**src/design/pls_pkg.sv**
```systemverilog
// Package for the positional list store: sizes, operation and status codes,
// and the controller command type. No dependencies.
`default_nettype none

package pls_pkg;

  // Store depth and derived widths
  localparam int Capacity = 16;
  localparam int IdxW     = $clog2(Capacity);
  localparam int CntW     = 5;   // entry_count / position field width
  localparam int ValW     = 32;

  localparam logic [CntW-1:0] CapacityCnt = CntW'(Capacity);

  // Operation kind, carried in tuser
  typedef enum logic [1:0] {
    KIND_INSERT   = 2'd0,
    KIND_APPEND   = 2'd1,
    KIND_REMOVE   = 2'd2,
    KIND_RETRIEVE = 2'd3
  } kind_e;

  // Result status
  typedef enum logic [1:0] {
    STAT_DONE  = 2'd0,
    STAT_FULL  = 2'd1,
    STAT_RANGE = 2'd2
  } status_e;

  // Controller to datapath command
  typedef struct packed {
    logic exec;     // perform the accepted operation, load the result word
    logic hold;     // a result word is waiting at the output
  } cmd_t;

endpackage

`default_nettype wire

```
**src/design/positional_list_store.sv**
```systemverilog
// A word accepted at one edge shows its registered result at m_tvalid in the next cycle.
// One word per cycle while the output slot is free or draining; every entry cell shifts in parallel.
// A result waiting at the output that is not taken holds s_tready low until it drains.
// Reset: entry count cleared, output slot empty; entry contents stay undefined.
// Top level of the positional list store: controller plus datapath.
// Depends on pls_pkg, pls_ctrl and pls_datapath.
`default_nettype none

module positional_list_store (
  input  wire logic        clk_i,
  input  wire logic        rst_ni,
  input  wire logic        s_tvalid,
  output logic             s_tready,
  input  wire logic [39:0] s_tdata,   // position[4:0], item_value[36:5], zero pad
  input  wire logic [1:0]  s_tuser,   // kind[1:0]
  output logic             m_tvalid,
  input  wire logic        m_tready,
  output logic [39:0]      m_tdata    // status[1:0], read_value[33:2],
                                      // entry_count[38:34], is_empty[39]
);
  import pls_pkg::*;

  cmd_t                   cmd;
  status_e                status;
  logic signed [ValW-1:0] read_value;
  logic [CntW-1:0]        entry_count;
  logic                   is_empty;

  pls_ctrl u_ctrl (
    .clk_i       (clk_i),
    .rst_ni      (rst_ni),
    .in_valid_i  (s_tvalid),
    .in_ready_o  (s_tready),
    .out_valid_o (m_tvalid),
    .out_ready_i (m_tready),
    .cmd_o       (cmd)
  );

  pls_datapath u_dp (
    .clk_i         (clk_i),
    .rst_ni        (rst_ni),
    .cmd_i         (cmd),
    .kind_i        (s_tuser),
    .position_i    (s_tdata[4:0]),
    .item_value_i  ($signed(s_tdata[36:5])),
    .status_o      (status),
    .read_value_o  (read_value),
    .entry_count_o (entry_count),
    .is_empty_o    (is_empty)
  );

  assign m_tdata = {is_empty, entry_count, read_value, status};

endmodule

`default_nettype wire

```
**src/design/pls_ctrl.sv**
```systemverilog
// Controller of the positional list store: input/output handshake state.
// Depends on pls_pkg.
`default_nettype none

module pls_ctrl (
  input  wire logic        clk_i,
  input  wire logic        rst_ni,
  input  wire logic        in_valid_i,
  output logic             in_ready_o,
  output logic             out_valid_o,
  input  wire logic        out_ready_i,
  output pls_pkg::cmd_t    cmd_o
);
  import pls_pkg::*;

  localparam logic ST_IDLE = 1'b0;
  localparam logic ST_HOLD = 1'b1;

  logic state_q, state_d;
  logic exec;

  // A new word may enter whenever the output slot is free or being drained
  assign in_ready_o  = (state_q == ST_IDLE) || out_ready_i;
  assign out_valid_o = (state_q == ST_HOLD);
  assign exec        = in_valid_i && in_ready_o;

  always_comb begin
    unique case (state_q)
      ST_IDLE: state_d = exec ? ST_HOLD : ST_IDLE;
      ST_HOLD: begin
        if (exec) state_d = ST_HOLD;
        else if (out_ready_i) state_d = ST_IDLE;
        else state_d = ST_HOLD;
      end
      default: state_d = ST_IDLE;
    endcase
  end

  always_ff @(posedge clk_i or negedge rst_ni) begin
    if (!rst_ni) begin
      state_q <= ST_IDLE;
    end else begin
      state_q <= state_d;
    end
  end

  assign cmd_o.exec = exec;
  assign cmd_o.hold = out_valid_o;

endmodule

`default_nettype wire

```
**src/design/pls_datapath.sv**
```systemverilog
// Datapath of the positional list store: the chain of entry cells, the
// entry count and the result register. Depends on pls_pkg.
`default_nettype none

module pls_datapath (
  input  wire logic                          clk_i,
  input  wire logic                          rst_ni,
  input  wire pls_pkg::cmd_t                 cmd_i,
  input  wire logic [1:0]                    kind_i,
  input  wire logic [pls_pkg::CntW-1:0]      position_i,
  input  wire logic signed [pls_pkg::ValW-1:0] item_value_i,
  output pls_pkg::status_e                   status_o,
  output logic signed [pls_pkg::ValW-1:0]    read_value_o,
  output logic [pls_pkg::CntW-1:0]           entry_count_o,
  output logic                               is_empty_o
);
  import pls_pkg::*;

  logic signed [ValW-1:0] cells_q [Capacity];
  logic signed [ValW-1:0] cells_d [Capacity];
  logic [CntW-1:0]        count_q, count_d;

  status_e                status_q, status_d;
  logic signed [ValW-1:0] rdval_q, rdval_d;
  logic [CntW-1:0]        rcount_q;

  kind_e           kind;
  logic [CntW-1:0] ins_pos;
  logic            is_full;
  logic            do_ins, do_rem;

  assign kind    = kind_e'(kind_i);
  assign is_full = (count_q == CapacityCnt);
  assign ins_pos = (kind == KIND_APPEND) ? count_q : position_i;

  // Decode the operation into status, read value and shift enables
  always_comb begin
    status_d = STAT_DONE;
    rdval_d  = '0;
    do_ins   = 1'b0;
    do_rem   = 1'b0;
    unique case (kind)
      KIND_INSERT, KIND_APPEND: begin
        if (is_full) status_d = STAT_FULL;
        else if (ins_pos > count_q) status_d = STAT_RANGE;
        else do_ins = 1'b1;
      end
      KIND_REMOVE: begin
        if (position_i >= count_q) status_d = STAT_RANGE;
        else do_rem = 1'b1;
      end
      KIND_RETRIEVE: begin
        if (position_i < count_q) rdval_d = cells_q[position_i[IdxW-1:0]];
        else status_d = STAT_RANGE;
      end
      default: status_d = STAT_RANGE;
    endcase
  end

  // Each cell takes its lower neighbor on insert, its upper one on remove
  always_comb begin
    for (int m = 0; m < Capacity; m++) begin
      cells_d[m] = cells_q[m];
      if (do_ins) begin
        if (CntW'(m) == ins_pos) cells_d[m] = item_value_i;
        else if (m > 0 && CntW'(m) > ins_pos) cells_d[m] = cells_q[(m > 0) ? m - 1 : 0];
      end else if (do_rem) begin
        if (m < Capacity - 1 && CntW'(m) >= position_i)
          cells_d[m] = cells_q[(m < Capacity - 1) ? m + 1 : m];
      end
    end
  end

  always_comb begin
    count_d = count_q;
    if (do_ins) count_d = count_q + CntW'(1);
    else if (do_rem) count_d = count_q - CntW'(1);
  end

  // Control state: entry count
  always_ff @(posedge clk_i or negedge rst_ni) begin
    if (!rst_ni) begin
      count_q <= '0;
    end else if (cmd_i.exec) begin
      count_q <= count_d;
    end
  end

  // Payload: cells and result word
  always_ff @(posedge clk_i) begin
    if (cmd_i.exec) begin
      for (int m = 0; m < Capacity; m++) cells_q[m] <= cells_d[m];
      status_q <= status_d;
      rdval_q  <= rdval_d;
      rcount_q <= count_d;
    end
  end

  assign status_o      = status_q;
  assign read_value_o  = rdval_q;
  assign entry_count_o = rcount_q;
  assign is_empty_o    = cmd_i.hold && (rcount_q == '0);

endmodule

`default_nettype wire

```
**config.mk**
```make
export PLATFORM = sky130hd
export DESIGN_NAME = positional_list_store
export DESIGN_NICKNAME = d
export VERILOG_FILES = /design/src/design/pls_pkg.sv /design/src/design/positional_list_store.sv /design/src/design/pls_ctrl.sv /design/src/design/pls_datapath.sv
export SDC_FILE = /design/constraint.sdc
export NUM_CORES = 1
export LEC_CHECK = 0
export BUFFER_PORTS_ARGS = -buffer_cell sky130_fd_sc_hd__buf_2
export CAP_MARGIN = 10
export CORE_MARGIN = 2
export CORE_UTILIZATION = 55
export CTS_BUF_LIST = sky130_fd_sc_hd__clkbuf_16
export CTS_CLUSTER_DIAMETER = 30
export DETAILED_ROUTE_END_ITERATION = 7
export GPL_TIMING_DRIVEN = 1
export PLACE_DENSITY = 0.76
export SLEW_MARGIN = 20
export SYNTH_ARGS = -nofsm -noshare
export SYNTH_HDL_FRONTEND = slang
export SYNTH_SLANG_ARGS = --single-unit
```
**constraint.sdc**
```tcl
create_clock -name clk_i -period 6.5 [get_ports clk_i]
set_clock_uncertainty 0.2 [all_clocks]
set_input_delay 0.65 -clock clk_i [delete_from_list [all_inputs] [get_ports clk_i]]
set_output_delay 0.65 -clock clk_i [all_outputs]
set_load 0.02 [all_outputs]
```
; Word level (Yosys, flattened, before mapping)
; Memories as Yosys holds them, arrays and structs flattened. A register that Yosys moved wholly into a read port is not among the register bits.
; Cells that the tools add are included.
[totals]
regBits = 13
latch_bits = 0
ram_bits = 512
rom_bits = 0
inputBits = 46
output_inout_bits = 42
wordCells = 164
n_memories = 1
[memory_table]
columns = name, words, word_bits, rd, rd_ports_with_merged_regs, write_ports, line
row1 = u_dp.cells_q, 16, 32, 17, 1, 16, pls_datapath.sv:19  ; logic signed [ValW-1:0] cells_q [Capacity];
[classes]
addsub = 2
n_mul = 0
n_div = 0
magnitude_cmp = 33
n_eq_ne = 19
shift = 0
muxes = 95
bitwise_logic = 1
reduce_logical = 9
[ops]
columns = operator, count
row1 = 2-to-1 mux 32 bit, 77
row2 = == test 4 x 5 -> 1 bit (first input constant), 8
row3 = > comparator 4 x 5 -> 1 bit (first input constant), 8
row4 = greater-or-equal comparator 4 x 5 -> 1 bit (first input constant), 7
row5 = == test 3 x 5 -> 1 bit (first input constant), 4
row6 = greater-or-equal comparator 3 x 5 -> 1 bit (first input constant), 4
row7 = > comparator 3 x 5 -> 1 bit (first input constant), 4
row8 = 2-to-1 mux 5 bit, 3
row9 = == test 2 x 5 -> 1 bit (first input constant), 2
row10 = greater-or-equal comparator 1 x 5 -> 1 bit (first input constant), 2
row11 = greater-or-equal comparator 2 x 5 -> 1 bit (first input constant), 2
row12 = > comparator 2 x 5 -> 1 bit (first input constant), 2
row13 = logical NOT 5 bit, 2
row14 = 2-to-1 mux 1 bit, 9
row15 = 2-to-1 mux 2 bit, 4
row16 = one-hot mux 2 bit (3 select lines), 1
row17 = adder 5 x 1 -> 5 bit (second input constant), 1
row18 = == test 1 x 5 -> 1 bit (first input constant), 1
row19 = == test 5 bit (second input constant), 1
row20 = greater-or-equal comparator 5 bit, 1
row21 = > comparator 1 x 5 -> 1 bit (first input constant), 1
row22 = > comparator 5 bit, 1
row23 = < comparator 5 bit, 1
row24 = subtractor 5 x 1 -> 5 bit (second input constant), 1
row25 = other kinds (10), 12

; Longest topological paths before layout
[depth]
ltp_word = 7
depth_mapped = 17
ltp_nobuf = 11

; Modules after synthesis
; Synthesis repeated with hierarchy kept, for this count alone.
[unflattened]
hier_cells = 2638
area_unflattened_um2 = 33128.0
[modules_own_cells]
columns = module, instances, cells_per_inst, area_each_um2, seq_area_each_um2
row1 = pls_datapath, 1, 2631, 33051.7, 16671.0
row2 = pls_ctrl, 1, 6, 68.8, 25.0
row3 = positional_list_store, 1, 1, 7.5, 0.0

; Worst setup path after synthesis
; Ideal clock, no wire load.
[synth_path]
kind = input to register
startpoint = input port s_tdata[1]
endpoint = memory u_dp.cells_q[15][0] (enable)
setup_time_ps = 461
arrival_ps = 5304
required_time_ps = 5839
setup_slack_ps = 535
cell_stages = 15
path_buffers = 7
cell_sequence = clkbuf_1 -> clkbuf_1 -> buf_2 -> buf_2 -> nand2_1 -> o21ai_0 -> ha_1 -> nor2b_1 -> o21ai_1 -> a32oi_2 -> or2_1 -> buf_4 -> buf_4 -> clkbuf_1 -> nor3_1
[synth_rtl]
columns = element, line
row1 = "start, declared", positional_list_store.sv:14  ; input wire logic [39:0] s_tdata,
row2 = "end, declared", pls_datapath.sv:19

==> results.md <==
- The TritonCTS clock tree is built.
- The congestion estimate from routability-driven global placement came to about 0.88.
- The switching power is approximately 4.3 mW.
- Dividing the synthesized area by the synthesized cell count gives about 12 um^2.
- The initial antenna violation count came to 5.
- The mean number of vias per cell is 6.57.
- The share of the clock period used by the worst path is 67.2%.
- The total clock sinks is 557.
- The peak supply drop is ~0.3 mV.
- The final wirelength is approximately 92000 um.
- The number of buffers and inverters on the critical path is 3.
- The clock transition at the registers of the reported paths is around 0.050 ns.
- Setup repair after global routing left no endpoint under its margin.
- The I/O pin total is 88.
- The synthesized netlist net count is about 2700.
- The maximum number of pins on one net before global-route repair is 301.
- The worst path setup slack after routing is roughly 2.1 ns.
- The share of power burned in registers is between 30% and 40%.
- The overall die height is between 200 and 250 um.
- The wire length of the first global-routing pass is between 100000 and 150000 um.
- The worst path needs between 4 and 5 ns of the cycle, external delays included.
- The number of global-route vias before repair is 22900.
- The initialized floorplan defines a little under 90 standard-cell rows.
- The placed wire-length estimate is about 50000 um.
- The total routing usage reported by global routing is a little under a third.
- The share of the core filled with cells in the final layout is 64.3%.
- The number of DRC violations after detailed-routing iteration 0 is around 3300.
- In this design, the largest share of critical-path delay is due to buffers and inverters.
- The number of failing hold endpoints at the final stage is 0.
- The worst setup path is of the register to register kind.
- The clock latency on the worst-skew pair is 0.68 ns.
- The number of max-slew violations in the final report is 0.
- The net switching fraction of the power is between 30% and 40%.
- In the final layout, the share of cells above drive strength 1 is 20.4%.
- The critical path goes through inv_1 -> o21ai_0 -> ha_1 -> nor2b_1 -> o21ai_1 -> a32oi_2 -> nor2_4 -> buf_4 -> o21ai_0 -> a21oi_4 -> buf_4.
- The clock network burns 44.0% of the power.
- In this run, synthesis inferred between 500 and 600 flip-flops with an integrated enable.
- The remaining global-route overflow is 0.
- The maximum single-stage delay on the critical path is around 0.60 ns.
- The number of endpoints failing setup at the final stage is 0.
- The maximum clock frequency is about 0.23 GHz.
- In this run the worst hold path is classified as input port to register.
- After clock tree synthesis, the repair step resized 0 gates.
- The maximum fanout along the worst path is 32.
- The required arrival time at the worst endpoint is 6.57 ns.
- The netlist area before placement is 32300 um^2.
- The routed wirelength normalized by instance count is 25.9 um.
- The number of unique standard cell types used by synthesis is 62.
- The clock passes through at most 3 buffers.
- The areal power density over the cells is 379 nW/um^2.
- The warning count from the yosys run is 0.
- The core region is ~58000 um^2.
- The worst-case headroom to the max-slew limit is 18.0%.
- In the synthesized netlist, the number of instances is ~2700.
- The number of nets still failing antenna checks after routing is 0.
- The die width is roughly 250 um.
- For this design the static power due to leakage is ~14 nW.
- STA classifies the critical path startpoint as a register.
- On the critical path, the stage with the largest delay is an instance of sky130_fd_sc_hd__buf_4.
- The flow ran to the end, and the final reports show no timing, DRC or antenna violations.
- Across all layers, the routed design uses roughly 23000 vias.
- The area of the die is just over 60000 um^2.
- The area growth from synthesis to layout is 15.2%.
- During placement, the flow inserted port buffers numbering between 80 and 90.
- Data arrives at the worst endpoint at approximately 4.4 ns.
- The cell sitting at the root of the clock tree is a sky130_fd_sc_hd__clkbuf_16.
- The tool flagged a number of max-cap violations equal to 0.
- The H-tree was split into 3 levels.
- The number of detailed-routing iterations run before antenna repair is 6.
- For this run, the register share of the synthesized area comes to between 50% and 60%.
- The net count of the finished layout is approximately 2700.
- The pin slew with the least headroom to its limit is around 1.2 ns.
- The total DRC errors in the routed layout is 0.
- The capturing element type of the critical path is a register.
- The total power consumption of the routed design is roughly 14 mW.
- The worst slack at placement is 1.73 ns.
- The effective utilization at floorplan is about 56%.
- Synthesis inferred around 560 register bits.
- The number of buffers inserted during clock tree synthesis is between 100 and 150.
- Setup total negative slack on the finished layout was measured at 0 ns.
- In this run, the combinational gates consume between 20% and 30% of the power.
- The internal power is about 10 mW.
- In the synthesized netlist the dominant register cell turns out to be sky130_fd_sc_hd__edfxtp_1.
- The fraction of registers with async set/reset is approximately 1.1%.
-- cell usage in the layout, fill, tap and decap left out, types with 9 or more instances in the layout --
cell	synthesis	layout
sky130_fd_sc_hd__buf_12	1	10
sky130_fd_sc_hd__buf_2	40	81
sky130_fd_sc_hd__buf_4	21	43
sky130_fd_sc_hd__bufinv_16	0	24
sky130_fd_sc_hd__clkbuf_16	0	115
sky130_fd_sc_hd__clkinv_1	1	19
sky130_fd_sc_hd__clkinv_2	0	12
sky130_fd_sc_hd__clkinv_4	0	9
sky130_fd_sc_hd__clkinvlp_4	0	13
sky130_fd_sc_hd__edfxtp_1	551	551
sky130_fd_sc_hd__ha_1	12	12
sky130_fd_sc_hd__inv_1	8	21
sky130_fd_sc_hd__inv_6	1	9
sky130_fd_sc_hd__mux2_2	31	31
sky130_fd_sc_hd__mux2i_1	449	449
sky130_fd_sc_hd__mux4_2	160	160
sky130_fd_sc_hd__nand2_1	562	562
sky130_fd_sc_hd__nor2_1	19	14
sky130_fd_sc_hd__nor2b_1	34	34
sky130_fd_sc_hd__o21ai_0	331	330
sky130_fd_sc_hd__o21ai_1	132	132
-- final cells by class --
| cell class | instances | area [um^2] |
|---|---|---|
| Fill cell | 4145 | 20700 |
| Clock inverter | 103 | 1260 |
| Timing Repair Buffer | 138 | 975 |
| Antenna cell | 4 | 10.0 |
| Tap cell | 765 | 957 |
| Sequential cell | 557 | 16700 |
| Multi-Input combinational cell | 1845 | 14400 |
| Clock buffer | 115 | 2880 |
| Inverter | 10 | 42.5 |
-- final timing paths --
check / depth (start not counted) / to / start / slack (ns)
max in group asynchronous: 2 / u_dp.count_q[3]$_DFFE_PN0P_ / rst_ni / 5.80
min in group asynchronous: 2 / u_ctrl.out_valid_o$_DFF_PN0_ / rst_ni / 0.15
setup reg to reg: 11 / u_dp.cells_q[14][17]$_DFFE_PP_ / u_dp.count_q[1]$_DFFE_PN0P_ / 2.13
hold reg to reg: 2 / u_dp.cells_q[14][20]$_DFFE_PP_ / u_dp.cells_q[15][20]$_DFFE_PP_ / 0.36
hold / removal: 3 / u_ctrl.out_valid_o$_DFF_PN0_ / m_tready / 0.1
setup / recovery: 11 / u_dp.cells_q[14][17]$_DFFE_PP_ / u_dp.count_q[1]$_DFFE_PN0P_ / 2.13
-- worst reg2reg max path: stages, from the launching register on --
cell                      delay (ns)
sky130_fd_sc_hd__dfrtp_1        0.52
sky130_fd_sc_hd__inv_1          0.24
sky130_fd_sc_hd__o21ai_0        0.37
sky130_fd_sc_hd__ha_1           0.32
sky130_fd_sc_hd__nor2b_1        0.14
sky130_fd_sc_hd__o21ai_1        0.16
sky130_fd_sc_hd__a32oi_2        0.15
sky130_fd_sc_hd__nor2_4         0.32
sky130_fd_sc_hd__buf_4          0.47
sky130_fd_sc_hd__o21ai_0        0.26
sky130_fd_sc_hd__a21oi_4        0.19
sky130_fd_sc_hd__buf_4          0.60
-- power by group through the flow --
| stage | Combinational, mW | Sequential (mW) | Clock, mW |
|---|---|---|---|
| finish | 3.05 | 4.84 | 6.21 |
| global route | 3.34 | 4.87 | 6.43 |
| CTS | 2.99 | 4.83 | 6.25 |
| detailed placement | 2.96 | 4.89 | 0 |
| global placement | 2.82 | 4.87 | 0 |
| floorplan | 2.27 | 4.85 | 0 |
-- kinds of logic (layout without fill, tap and decap cells) --
| logic type | after synthesis | after routing | share of synthesized area [%] |
|---|---|---|---|
| and+or+nand+nor | 673 | 673 | 8.72 |
| DFF | 557 | 557 | 51.6 |
| muxes | 645 | 645 | 26.3 |
| adders and majority gates | 12 | 12 | 0.464 |
| xor gates and xnor gates | 8 | 8 | 0.217 |
| other | 0 | 4 | 0 |
| buffers and inverters | 251 | 366 | 4.41 |
| AOI/OAI and AO/OA | 507 | 507 | 8.25 |
-- cells in the mapped netlist, types with 8 or more instances --
master	count	area share, %
sky130_fd_sc_hd__nand2_1	562	6.5
sky130_fd_sc_hd__edfxtp_1	551	51
sky130_fd_sc_hd__mux2i_1	449	14
sky130_fd_sc_hd__o21ai_0	331	5.1
sky130_fd_sc_hd__mux4_2	160	11
sky130_fd_sc_hd__o21ai_1	132	2.0
sky130_fd_sc_hd__clkbuf_1	131	1.5
sky130_fd_sc_hd__buf_2	40	0.62
sky130_fd_sc_hd__nor2b_1	34	0.66
sky130_fd_sc_hd__mux2_2	31	1.1
sky130_fd_sc_hd__buf_6	22	0.77
sky130_fd_sc_hd__buf_4	21	0.49
sky130_fd_sc_hd__nor2_1	19	0.22
sky130_fd_sc_hd__buf_8	15	0.70
sky130_fd_sc_hd__a21oi_1	12	0.19
sky130_fd_sc_hd__ha_1	12	0.46
sky130_fd_sc_hd__buf_1	11	0.13
sky130_fd_sc_hd__inv_1	8	0.093
sky130_fd_sc_hd__nor3_1	8	0.12
sky130_fd_sc_hd__xnor2_1	8	0.22
-- routing by layer --
layer,up-vias,share of wire [%],GRT usage [%]
met2,1430,47,47.0
met1,11600,39,41.1
met5,-,0,0
li1,10000,-,-
met3,223,10,5.92
met4,0,3.7,13.6
-- state kept, by name (all words and copies together) (netlist names) --
name and cells:
u_ctrl.out_valid_o 1, u_dp.count_q 5, u_dp.status_o 2, u_dp.read_value_o 32
u_dp.entry_count_o 5, u_dp.cells_q 512
-- through the flow --
step | instances | cell area [um^2] | hold slack (ns)
finish | 3537 | 37300 | 0.0997
detailed placement | 3313 | 33100 | 0.291
global route | 3536 | 37200 | 0.117
floorplan | 2653 | 32300 | 0.154
global placement | 3313 | 33100 | 0.290
CTS | 3533 | 37200 | 0.0798
-- repair_timing --
item | in CTS | in global routing
hold buffers | 2 | 0
endpoints found under the hold margin | 7 | 0
setup buffers | 0 | 0
Power figures use the tool's default switching activity.
